File: src/hdl/b64c_pkg.sv
// Shared types, constants and character mapping functions for the base64 stream codec.
package b64c_pkg;

    localparam int QUEUE_DEPTH_DEFAULT = 2;

    localparam logic       DIR_ENCODE = 1'b0;
    localparam logic       DIR_DECODE = 1'b1;
    localparam logic [7:0] PAD_CHAR   = 8'h3D;
    localparam logic [7:0] BAD_SEXTET = 8'hFF;

    typedef struct packed {
        logic [7:0] in_byte;
        logic       in_last;
    } in_item_t;

    typedef struct packed {
        logic [7:0] out_byte;
        logic       out_valid;
        logic       out_last;
    } out_item_t;

    typedef logic [3:0][7:0] group_t;

    // One queued transaction burst: count_m1 + 1 results, bytes taken from data[0] up
    typedef struct packed {
        group_t     data;
        logic [1:0] count_m1;
        logic       data_ok;
        logic       last;
    } cmd_t;

    function automatic logic [7:0] enc_char(input logic [5:0] s);
        logic [7:0] sx;
        sx = {2'b00, s};
        if (s < 6'd26)      return 8'h41 + sx;
        else if (s < 6'd52) return 8'h61 + sx - 8'd26;
        else if (s < 6'd62) return 8'h30 + sx - 8'd52;
        else if (s == 6'd62) return 8'h2B;
        else                 return 8'h2F;
    endfunction

    function automatic logic [7:0] sextet_of(input logic [7:0] c);
        if (c >= 8'h41 && c <= 8'h5A)      return c - 8'd65;
        else if (c >= 8'h61 && c <= 8'h7A) return c - 8'd71;
        else if (c >= 8'h30 && c <= 8'h39) return c + 8'd4;
        else if (c == 8'h2B)               return 8'd62;
        else if (c == 8'h2F)               return 8'd63;
        else                               return BAD_SEXTET;
    endfunction

    // Four characters for three bytes; positions at or past nchar become pad
    function automatic group_t enc_group(input logic [7:0] b0, input logic [7:0] b1,
                                         input logic [7:0] b2, input logic [2:0] nchar);
        logic [3:0][5:0] s;
        group_t          g;
        s[0] = b0[7:2];
        s[1] = {b0[1:0], b1[7:4]};
        s[2] = {b1[3:0], b2[7:6]};
        s[3] = b2[5:0];
        for (int j = 0; j < 4; j++) begin
            g[j] = (3'(j) < nchar) ? enc_char(s[j]) : PAD_CHAR;
        end
        return g;
    endfunction

    function automatic group_t dec_group(input logic [7:0] c0, input logic [7:0] c1,
                                         input logic [7:0] c2, input logic [7:0] c3);
        logic [7:0] s0, s1, s2, s3;
        group_t     g;
        s0 = sextet_of(c0);
        s1 = sextet_of(c1);
        s2 = sextet_of(c2);
        s3 = sextet_of(c3);
        g[0] = {s0[5:0], 2'b00} + {6'd0, s1[5:4]};
        g[1] = {s1[3:0], 4'd0} + {4'd0, s2[5:2]};
        g[2] = {s2[1:0], 6'd0} + s3;
        g[3] = 8'h00;
        return g;
    endfunction

endpackage

File: src/hdl/b64c_front.sv
// Front end: accepts input transactions, tracks the held group and builds result bursts.
module b64c_front (
    input  logic              aclk,
    input  logic              aresetn,
    input  logic              cfg_valid,
    input  logic              cfg_data,
    input  logic              in_accept,
    input  b64c_pkg::in_item_t in_item,
    output logic              push,
    output b64c_pkg::cmd_t    push_cmd
);
    import b64c_pkg::*;

    logic            direction_reg;
    logic [1:0]      cnt_reg, cnt_next;
    logic            pad_reg, pad_next;
    logic [2:0][7:0] held_reg, held_next;
    logic [7:0]      c;
    logic            last;
    logic [2:0]      n;
    group_t          data;

    assign c    = in_item.in_byte;
    assign last = in_item.in_last;

    always_comb begin
        held_next = held_reg;
        cnt_next  = cnt_reg;
        pad_next  = pad_reg;
        n         = 3'd0;
        data      = '0;
        if (direction_reg == DIR_ENCODE) begin
            if (cnt_reg == 2'd2) begin
                data     = enc_group(held_reg[0], held_reg[1], c, 3'd4);
                n        = 3'd4;
                cnt_next = 2'd0;
            end else begin
                if (cnt_reg != 2'd3) begin
                    held_next[cnt_reg] = c;
                end
                cnt_next = cnt_reg + 2'd1;
            end
            if (last && cnt_next != 2'd0) begin
                data = enc_group(held_next[0], (cnt_next == 2'd2) ? held_next[1] : 8'h00,
                                 8'h00, {1'b0, cnt_next} + 3'd1);
                n    = 3'd4;
            end
        end else begin
            if (!pad_reg) begin
                if (c == PAD_CHAR) begin
                    pad_next = 1'b1;
                end else if (cnt_reg == 2'd3) begin
                    data     = dec_group(held_reg[0], held_reg[1], held_reg[2], c);
                    n        = 3'd3;
                    cnt_next = 2'd0;
                end else begin
                    held_next[cnt_reg] = c;
                    cnt_next           = cnt_reg + 2'd1;
                end
            end
            if (last && cnt_next >= 2'd2) begin
                data = dec_group(held_next[0], held_next[1],
                                 (cnt_next == 2'd3) ? held_next[2] : 8'h00, 8'h00);
                n    = {1'b0, cnt_next} - 3'd1;
            end
        end
        if (last) begin
            cnt_next = 2'd0;
            pad_next = 1'b0;
        end
    end

    assign push              = in_accept && (n != 3'd0 || last);
    assign push_cmd.data     = data;
    assign push_cmd.count_m1 = (n == 3'd0) ? 2'd0 : 2'(n - 3'd1);
    assign push_cmd.data_ok  = (n != 3'd0);
    assign push_cmd.last     = last;

    always_ff @(posedge aclk) begin
        if (!aresetn) begin
            direction_reg <= DIR_ENCODE;
            cnt_reg       <= 2'd0;
            pad_reg       <= 1'b0;
        end else if (cfg_valid) begin
            direction_reg <= cfg_data;
            cnt_reg       <= 2'd0;
            pad_reg       <= 1'b0;
        end else if (in_accept) begin
            cnt_reg <= cnt_next;
            pad_reg <= pad_next;
        end
    end

    always_ff @(posedge aclk) begin
        if (in_accept) begin
            held_reg <= held_next;
        end
    end

endmodule

File: src/hdl/b64c_fifo.sv
// Short command queue between front and back ends.
module b64c_fifo #(
    parameter int DEPTH = b64c_pkg::QUEUE_DEPTH_DEFAULT
) (
    input  logic           aclk,
    input  logic           aresetn,
    input  logic           push,
    input  b64c_pkg::cmd_t push_cmd,
    output logic           full,
    input  logic           pop,
    output logic           empty,
    output b64c_pkg::cmd_t head
);
    import b64c_pkg::*;

    localparam int PW = (DEPTH > 1) ? $clog2(DEPTH) : 1;
    localparam int CW = $clog2(DEPTH + 1);

    cmd_t          mem [DEPTH];
    logic [PW-1:0] wr_ptr_reg, rd_ptr_reg;
    logic [CW-1:0] count_reg;

    function automatic logic [PW-1:0] bump(input logic [PW-1:0] p);
        return (p == PW'(DEPTH - 1)) ? '0 : p + 1'b1;
    endfunction

    assign full  = (count_reg == CW'(DEPTH));
    assign empty = (count_reg == '0);
    assign head  = mem[rd_ptr_reg];

    always_ff @(posedge aclk) begin
        if (!aresetn) begin
            wr_ptr_reg <= '0;
            rd_ptr_reg <= '0;
            count_reg  <= '0;
        end else begin
            if (push) wr_ptr_reg <= bump(wr_ptr_reg);
            if (pop)  rd_ptr_reg <= bump(rd_ptr_reg);
            if (push && !pop)      count_reg <= count_reg + 1'b1;
            else if (pop && !push) count_reg <= count_reg - 1'b1;
        end
    end

    always_ff @(posedge aclk) begin
        if (push) begin
            mem[wr_ptr_reg] <= push_cmd;
        end
    end

endmodule

File: src/hdl/b64c_back.sv
// Back end: serialises queued bursts into result transactions through an output register.
module b64c_back (
    input  logic                aclk,
    input  logic                aresetn,
    input  logic                empty,
    input  b64c_pkg::cmd_t      head,
    output logic                pop,
    output logic                m_valid,
    input  logic                m_ready,
    output b64c_pkg::out_item_t m_data
);
    import b64c_pkg::*;

    logic       m_valid_reg;
    out_item_t  m_data_reg;
    logic [1:0] idx_reg;
    logic       load;
    logic       at_end;

    assign load    = !empty && (!m_valid_reg || m_ready);
    assign at_end  = (idx_reg == head.count_m1);
    assign pop     = load && at_end;
    assign m_valid = m_valid_reg;
    assign m_data  = m_data_reg;

    always_ff @(posedge aclk) begin
        if (!aresetn) begin
            m_valid_reg <= 1'b0;
            idx_reg     <= 2'd0;
        end else begin
            if (load) begin
                m_valid_reg <= 1'b1;
                idx_reg     <= at_end ? 2'd0 : idx_reg + 2'd1;
            end else if (m_ready) begin
                m_valid_reg <= 1'b0;
            end
        end
    end

    always_ff @(posedge aclk) begin
        if (load) begin
            m_data_reg.out_byte  <= head.data_ok ? head.data[idx_reg] : 8'h00;
            m_data_reg.out_valid <= head.data_ok;
            m_data_reg.out_last  <= head.last && at_end;
        end
    end

endmodule

File: src/hdl/base64_stream_codec.sv
// Top level of the streaming base64 encoder and decoder.
//
//  channel  role     handshake           payload
//  s_       input    s_valid/s_ready     in_item_t  {in_byte, in_last}
//  m_       result   m_valid/m_ready     out_item_t {out_byte, out_valid, out_last}
//  cfg_     config   cfg_valid/cfg_ready direction (1 bit)
//
// One input transaction is taken per cycle while the command queue has room.
// Each input gives 0 to 4 results, sent by the back end one per cycle while
// m_ready is high, so the result port sets the rate: encoding gives 4 results
// per 3 bytes. Results cross the queue, then the output register. Reset clears
// direction to encode. A stalled m_ready fills the queue, then s_ready drops.
module base64_stream_codec #(
    parameter int QUEUE_DEPTH = b64c_pkg::QUEUE_DEPTH_DEFAULT
) (
    input  logic                aclk,
    input  logic                aresetn,
    input  logic                s_valid,
    output logic                s_ready,
    input  b64c_pkg::in_item_t  s_data,
    output logic                m_valid,
    input  logic                m_ready,
    output b64c_pkg::out_item_t m_data,
    input  logic                cfg_valid,
    output logic                cfg_ready,
    input  logic                cfg_data
);
    import b64c_pkg::*;

    logic in_accept;
    logic push, pop, full, empty;
    cmd_t push_cmd, head;

    assign s_ready   = !full;
    assign cfg_ready = 1'b1;
    assign in_accept = s_valid && !full;

    b64c_front u_front (
        .aclk      (aclk),
        .aresetn   (aresetn),
        .cfg_valid (cfg_valid),
        .cfg_data  (cfg_data),
        .in_accept (in_accept),
        .in_item   (s_data),
        .push      (push),
        .push_cmd  (push_cmd)
    );

    b64c_fifo #(.DEPTH(QUEUE_DEPTH)) u_fifo (
        .aclk     (aclk),
        .aresetn  (aresetn),
        .push     (push),
        .push_cmd (push_cmd),
        .full     (full),
        .pop      (pop),
        .empty    (empty),
        .head     (head)
    );

    b64c_back u_back (
        .aclk    (aclk),
        .aresetn (aresetn),
        .empty   (empty),
        .head    (head),
        .pop     (pop),
        .m_valid (m_valid),
        .m_ready (m_ready),
        .m_data  (m_data)
    );

endmodule

File: config.mk
export PLATFORM = sky130hd
export DESIGN_NAME = base64_stream_codec
export DESIGN_NICKNAME = d
export VERILOG_FILES = /design/src/hdl/b64c_pkg.sv /design/src/hdl/b64c_front.sv /design/src/hdl/b64c_fifo.sv /design/src/hdl/b64c_back.sv /design/src/hdl/base64_stream_codec.sv
export SDC_FILE = /design/constraint.sdc
export NUM_CORES = 1
export LEC_CHECK = 0
export ABC_CLOCK_PERIOD_IN_PS = 7850
export BUFFER_PORTS_ARGS = -buffer_cell sky130_fd_sc_hd__buf_4
export CAP_MARGIN = 15
export CORE_ASPECT_RATIO = 2
export CORE_MARGIN = 10
export CORE_UTILIZATION = 42
export CTS_BUF_LIST = sky130_fd_sc_hd__clkbuf_2 sky130_fd_sc_hd__clkbuf_4 sky130_fd_sc_hd__clkbuf_8
export CTS_CLUSTER_SIZE = 40
export DETAILED_ROUTE_END_ITERATION = 16
export PLACE_DENSITY_LB_ADDON = 0.1
export SYNTH_ARGS = -nofsm -noshare
export SYNTH_HDL_FRONTEND = slang
export SYNTH_HIERARCHICAL = 1
export SYNTH_SLANG_ARGS = --single-unit
File: constraint.sdc
create_clock -name aclk -period 7.85 [get_ports aclk]
set_input_delay 0.785 -clock aclk [delete_from_list [all_inputs] [get_ports aclk]]
set_output_delay 0.785 -clock aclk [all_outputs]
set_load 0.03 [all_outputs]
==> results of run 1 <==
## power by group
group / total (mW) / internal [mW] / switching [mW]
sequential: 1.02 / 0.855 / 0.161
combinational: 1.53 / 0.563 / 0.965
clock: 0.536 / 0.232 / 0.304
total: 3.08 / 1.65 / 1.43
## area by class of cell
class / count / area share, %
well taps: 364 / 3.44
flip-flops and latches: 118 / 25.9
diodes: 1 / 0.0189
repair buffers: 42 / 2.38
clock inverters: 15 / 0.983
inverters: 94 / 2.67
clock buffers: 17 / 1.77
multi-input cells: 1170 / 62.9
## kinds of logic (layout without fill, tap and decap cells)
| family | count (synthesis) | after routing | share of synthesized area, % |
|---|---|---|---|
| other | 1 | 2 | 0.0299 |
| buffers and inverters | 193 | 168 | 6.57 |
| muxes | 82 | 82 | 8.05 |
| xor gates and xnor gates | 46 | 46 | 3.32 |
| and+or+nand+nor | 438 | 438 | 17.7 |
| AOI/OAI and AO/OA | 505 | 505 | 27.3 |
| DFF | 118 | 118 | 27.3 |
| adders and majority gates | 98 | 98 | 9.76 |
## worst max-delay path: stages
cell	delay, ns
buf_4	0.26
clkinv_1	0.34
ha_1	0.38
and3_1	0.32
a21oi_1	0.45
mux2_2	0.46
ha_1	0.35
inv_1	0.29
nor3_1	0.09
a31oi_1	0.35
ha_1	0.33
nor2_1	0.08
or3_1	0.32
a311oi_2	0.45
o2bb2ai_1	0.16
mux2i_1	0.13
o32a_1	0.37
nand2_1	0.08
## worst paths after layout
path                            depth (start not counted)  slack [ns]                   to
worst min-delay path                                    2        0.52  u_fifo/count_reg[1]
worst min register to register                          2        0.52  u_fifo/count_reg[1]
worst max register to register                         13        2.77     u_fifo/mem[1][5]
worst max-delay path                                   18        2.18    u_fifo/mem[0][27]
## metrics by stage
| stage | instances | power, mW | hold slack [ns] |
|---|---|---|---|
| after floorplan | 1481 | 2.07 | 0.466 |
| after global placement | 1788 | 2.54 | 0.487 |
| after detailed placement | 1788 | 2.53 | 0.495 |
| after CTS | 1820 | 3.08 | 0.508 |
| after global routing | 1821 | 3.27 | 0.552 |
| final | 1821 | 3.08 | 0.523 |
## cells in the mapped netlist, drive strengths merged (11+ instances only)
master | number | area, um^2
buf | 33 | 224
clkbuf | 66 | 249
a21o | 13 | 105
mux2i | 34 | 369
xor2 | 11 | 96.3
nand3 | 48 | 240
o22ai | 13 | 87.6
edfxtp | 106 | 3180
o21a | 15 | 113
ha | 98 | 1230
a21oi | 132 | 683
a211oi | 28 | 210
nor2 | 87 | 329
nand4 | 14 | 87.6
nand2b | 18 | 113
o31ai | 14 | 110
nor3 | 44 | 220
or3 | 13 | 81.3
o211ai | 16 | 120
a311oi | 14 | 129
o21ai | 108 | 556
a221oi | 25 | 219
mux2 | 40 | 450
and3 | 13 | 81.3
nand2 | 114 | 428
xnor2 | 34 | 298
and2 | 23 | 144
inv | 85 | 319
nor2b | 21 | 131
dfxtp | 12 | 240
a31oi | 24 | 150
## metal layers
layer  up-vias  track usage (%)  share of wire, %
met3       150             3.97               5.7
met4         0             17.8               7.5
met5         -                0                 0
met2       546             43.1                50
li1       5535                -                 -
met1      5832             28.7                37
==> flow_summary.yaml, run 1 <==
critical_path:
  start_kind: "primary input"
  arrival_ns: 6.01
  worst_r2r_startpoint: "u_front/cnt_reg[1]"
  crit_type: "in -> reg"
  crit_required_ns: 8.18
  critPathMaxFanout: 20
  crit_path_start: "s_data[7]"
  cp-end-kind: "register"
die:
  initial_core_util_pct: 42.6
  die_x_um: 142
  rows: 89
  core-area_mm2: 0.0295
  die_h_um: 265
  ios: 28
  die_area_mm2: 0.0376
cells_and_area:
  final_common_cell: "a21oi_1"
  largest_reg_flops: 72
  syn_to_final_growth_pct: 5.39
  regArea_mm2: 0.00342
  layout-drive-gt1-share_pct: 11.3
  final_cell_mix: "a21oi_1 (128), nand2_1 (114), edfxtp_1 (106), o21ai_0 (101), ha_1 (98)"
  n_fill_cell: 2962
  postLayoutCellArea_mm2: 0.0132
  multi_input_area_mm2: 0.00832
  finish.utilization_pct: 44.9
  layout.nets: 1556
synth:
  async_flop_share_pct: 0
  syn_area_per_cell_um2: 8.48
  ys_seq_area_share_pct: 27.3
  synth_edf_count: 106
  syn_area_mm2: 0.0126
  synth-warning-count: 6
  yosysUniqueCellTypes: 100
  synth_ff_type: "edfxtp_1"
  synth_cells: 1481
  synth.net_count: 1594
  ys_ff_latch: 118
cts:
  h-tree-depth: 4
  cts.sinks: 118
  cts_setup_buffers: 0
  cts_tree: "yes"
  ctsRootBufferMaster: "clkbuf_8"
  hold_buffers: 0
  clk_latency_ns: 0.47
  clk_pin_slew_ns: 0.09
  ctsResizeCount: 0
  cts_buffers: 17
  clk_path_buf_depth: 2
timing:
  fin_crit_ns: 5.67
  slew_viol_final: 0
  final.period_utilization_pct: 72.3
  max_freq_mhz: 176
  grt_setup_unrepaired: "false"
  skew_ns: 0.0210
  worstMarginPinSlew_ns: 1.25
  setup_viol: 0
  finalHoldViolCount: 0
  final.setup.worst_slack_ns: 2.18
  finalSetupTns_ns: 0
  maxSlewHeadroom_pct: 16.7
placement:
  post-place-ws_ns: 1.86
  port-buffer-count: 26
  place_congestion: 1.02
  placed_area_mm2: 0.0129
  hpwl_um: 37000
flow_run:
  maxCapViolations: 0
detailed_routing:
  vias: 12063
  wire_per_inst_um: 27.2
  drt-vias-per-instance: 6.62
  postRouteAntennaNets: 0
  totalWireLength_um: 49600
  drc: 0
  drt_iter0_markers: 1370
  first_pass_iters: 6
global_route:
  grt_max_degree: 41
  grt_pass1_vias: 11592
  antenna_found_initial: 1
  gr-total-overflow: 0
  grt_usage_pct: 25.6
  grt_pass1_wl_um: 74100
run_status:
  status: "finished, final reports clean"
min_path:
  min_from: "u_fifo/count_reg[1]"
  min_path_type: "reg -> reg"
power:
  cellLeakagePower_nw: 4.93
  cellPowerDensity_mw_per_mm2: 233
  peakVddDrop_uv: 156
No activity file was read; power rests on OpenSTA's default activity.
==> run 2, diff against run 1 <==
ABC_AREA = 1   (was not set)
ABC_CLOCK_PERIOD_IN_PS = 5600   (was 7850)
clock period = 5.6 ns   (was 7.85 ns; I/O delays follow)
==> run 2 against run 1 <==
  * Via count is 7.8% higher
  * Sequential share of layout area decreased by 0.88 points
  * Clock-buffer cell count increased by 2
  * First-iteration DRC count down 17%
  * Register-to-register slack worse by 1.7 ns
  * Clock skew is 0.0047 ns lower
  * Design area grew 3.6%
  * Utilization is 0.56 points higher
==> flow_summary.yaml, run 2 <==
detailed_routing:
  drt-vias-per-instance: 5.93
  postRouteAntennaNets: 0
  vias: 13006
  drc: 0
  totalWireLength_um: 52400
  drt_iter0_markers: 1138
  first_pass_iters: 6
  wire_per_inst_um: 23.9
cts:
  ctsRootBufferMaster: "clkbuf_8"
  cts.sinks: 118
  clk_pin_slew_ns: 0.09
  cts_buffers: 17
  cts_tree: "yes"
  ctsResizeCount: 0
  clk_path_buf_depth: 2
  h-tree-depth: 4
  hold_buffers: 0
  clk_latency_ns: 0.46
  cts_setup_buffers: 0
placement:
  place_congestion: 1.02
  port-buffer-count: 26
  hpwl_um: 40100
  post-place-ws_ns: 0.782
  placed_area_mm2: 0.0133
critical_path:
  cp-end-kind: "register"
  start_kind: "primary input"
  crit_type: "in -> reg"
  arrival_ns: 4.95
  critPathMaxFanout: 14
  crit_required_ns: 5.73
global_route:
  grt_pass1_wl_um: 78300
  gr-total-overflow: 0
  grt_usage_pct: 27.3
  grt_max_degree: 53
  antenna_found_initial: 1
  grt_pass1_vias: 13114
cells_and_area:
  layout.nets: 1926
  regArea_mm2: 0.00343
  syn_to_final_growth_pct: 6.52
  final_common_cell: "nand2_1"
  n_fill_cell: 3199
  final_cell_mix: "nand2_1 (406), inv_1 (177), nor2_1 (167), o21ai_0 (151), a21oi_1 (133)"
  postLayoutCellArea_mm2: 0.0137
  largest_reg_flops: 72
  multi_input_area_mm2: 0.00826
  layout-drive-gt1-share_pct: 10.9
timing:
  finalSetupTns_ns: 0
  final.setup.worst_slack_ns: 0.778
  final.period_utilization_pct: 86.1
  skew_ns: 0.0163
  slew_viol_final: 0
  setup_viol: 0
  worstMarginPinSlew_ns: 1.12
  max_freq_mhz: 207
  grt_setup_unrepaired: "false"
  fin_crit_ns: 4.82
  finalHoldViolCount: 0
  maxSlewHeadroom_pct: 24.3
synth:
  syn_area_mm2: 0.0129
  synth-warning-count: 6
  synth_ff_type: "edfxtp_1"
  synth_area_leaders: "edfxtp_1 (25%), nand2_1 (12%), ha_1 (9.5%)"
  yosysUniqueCellTypes: 65
  async_flop_share_pct: 0
  ys_ff_latch: 118
  syn_area_per_cell_um2: 7.09
  yosysTopAreaCellShare_pct: 24.7
  synth.net_count: 1929
  ys_seq_area_share_pct: 26.6
  synth_cells: 1816
  synth_most_common_cell: "nand2_1"
  synth_edf_count: 106
  synth_largest_area_cell: "edfxtp_1"
  synth_common_cells: "nand2_1 (406), inv_1 (177), nor2_1 (168)"
die:
  die_x_um: 144
  core-area_mm2: 0.0302
  initial_core_util_pct: 42.6
  die_h_um: 268
  die_area_mm2: 0.0385
  rows: 90
  ios: 28
flow_run:
  maxCapViolations: 0
min_path:
  min_path_type: "in -> reg"
run_status:
  status: "finished, final reports clean"
power:
  cellPowerDensity_mw_per_mm2: 316
  peakVddDrop_uv: 183
  cellLeakagePower_nw: 5.89
==> run 2: cell count changes after synthesis, sizes merged, moves of 24 or more <==
cell and delta:
a221oi -24, clkbuf -38, inv +111, mux2i -33, nand2 +310, nand3 +64, nor2 +95, o21ai +87
xor2 +38
==> run 2: critical path, cell delays in order <==
cell      delay [ns]
buf_4           0.16
inv_1           0.34
ha_1            0.31
nand2_2         0.14
o21bai_4        0.41
or2_1           0.19
o21ai_2         0.07
inv_2           0.09
ha_1            0.49
nand2_1         0.29
inv_1           0.18
ha_1            0.19
inv_1           0.06
nor2_1          0.09
nand2_1         0.06
nand3_2         0.10
nand2_2         0.10
o21ai_0         0.89
a31oi_1         0.21
==> run 2: where the power goes <==
| part | switching, mW | internal [mW] | leakage, nW | total [mW] |
|---|---|---|---|---|
| clock network | 0.391 | 0.494 | 0.211 | 0.885 |
| logic | 1.47 | 0.671 | 4.57 | 2.14 |
| registers | 0.141 | 1.17 | 1.11 | 1.31 |
| total | 2.00 | 2.33 | 5.89 | 4.33 |
==> run 2: area by class of cell <==
class | count | area share (%)
repair buffers | 48 | 2.61
clock buffers | 19 | 1.82
well taps | 368 | 3.36
multi-input cells | 1423 | 60.3
clock inverters | 13 | 1.33
diodes | 1 | 0.0183
inverters | 205 | 5.61
flip-flops and latches | 118 | 25.0
==> run 2: through the flow <==
step | total power, mW | util [%] | instances | hold WS (ns)
after global routing | 4.62 | 45.4 | 2195 | 0.376
after CTS | 4.33 | 45.4 | 2193 | 0.346
after detailed placement | 3.43 | 44.0 | 2161 | 0.496
after floorplan | 2.81 | - | 1816 | 0.466
after global placement | 3.42 | 44.0 | 2161 | 0.478
final | 4.33 | 45.4 | 2195 | 0.382
==> run 2: final timing paths <==
path                                    startpoint                     to  slack (ns)  depth (start not counted)
worst max register to register  u_front/cnt_reg[1]      u_fifo/mem[1][19]        1.11                         15
worst min-delay path                     cfg_valid  u_front/direction_reg        0.38                          3
worst max-delay path                     s_data[8]      u_fifo/mem[1][12]        0.78                         19
worst min register to register   u_fifo/rd_ptr_reg      u_fifo/rd_ptr_reg        0.50                          2
==> run 2: cell families after synthesis <==
family | after synthesis | synth area share, %
other | 1 | 0.0291
multiplexers | 37 | 4.10
adder cells (fa/ha/maj) | 98 | 9.53
buffers and inverters | 275 | 9.30
XOR/XNOR | 60 | 4.08
AO/OA/AOI/OAI | 431 | 19.8
flip-flops | 118 | 26.6
AND/OR/NAND/NOR | 796 | 26.6
==> run 2: layer usage <==
metal	track usage, %	part of all wire [%]
met4	22.9	9.6
met1	25.4	33
met2	50.3	53
met3	4.33	4.3
met5	0	0
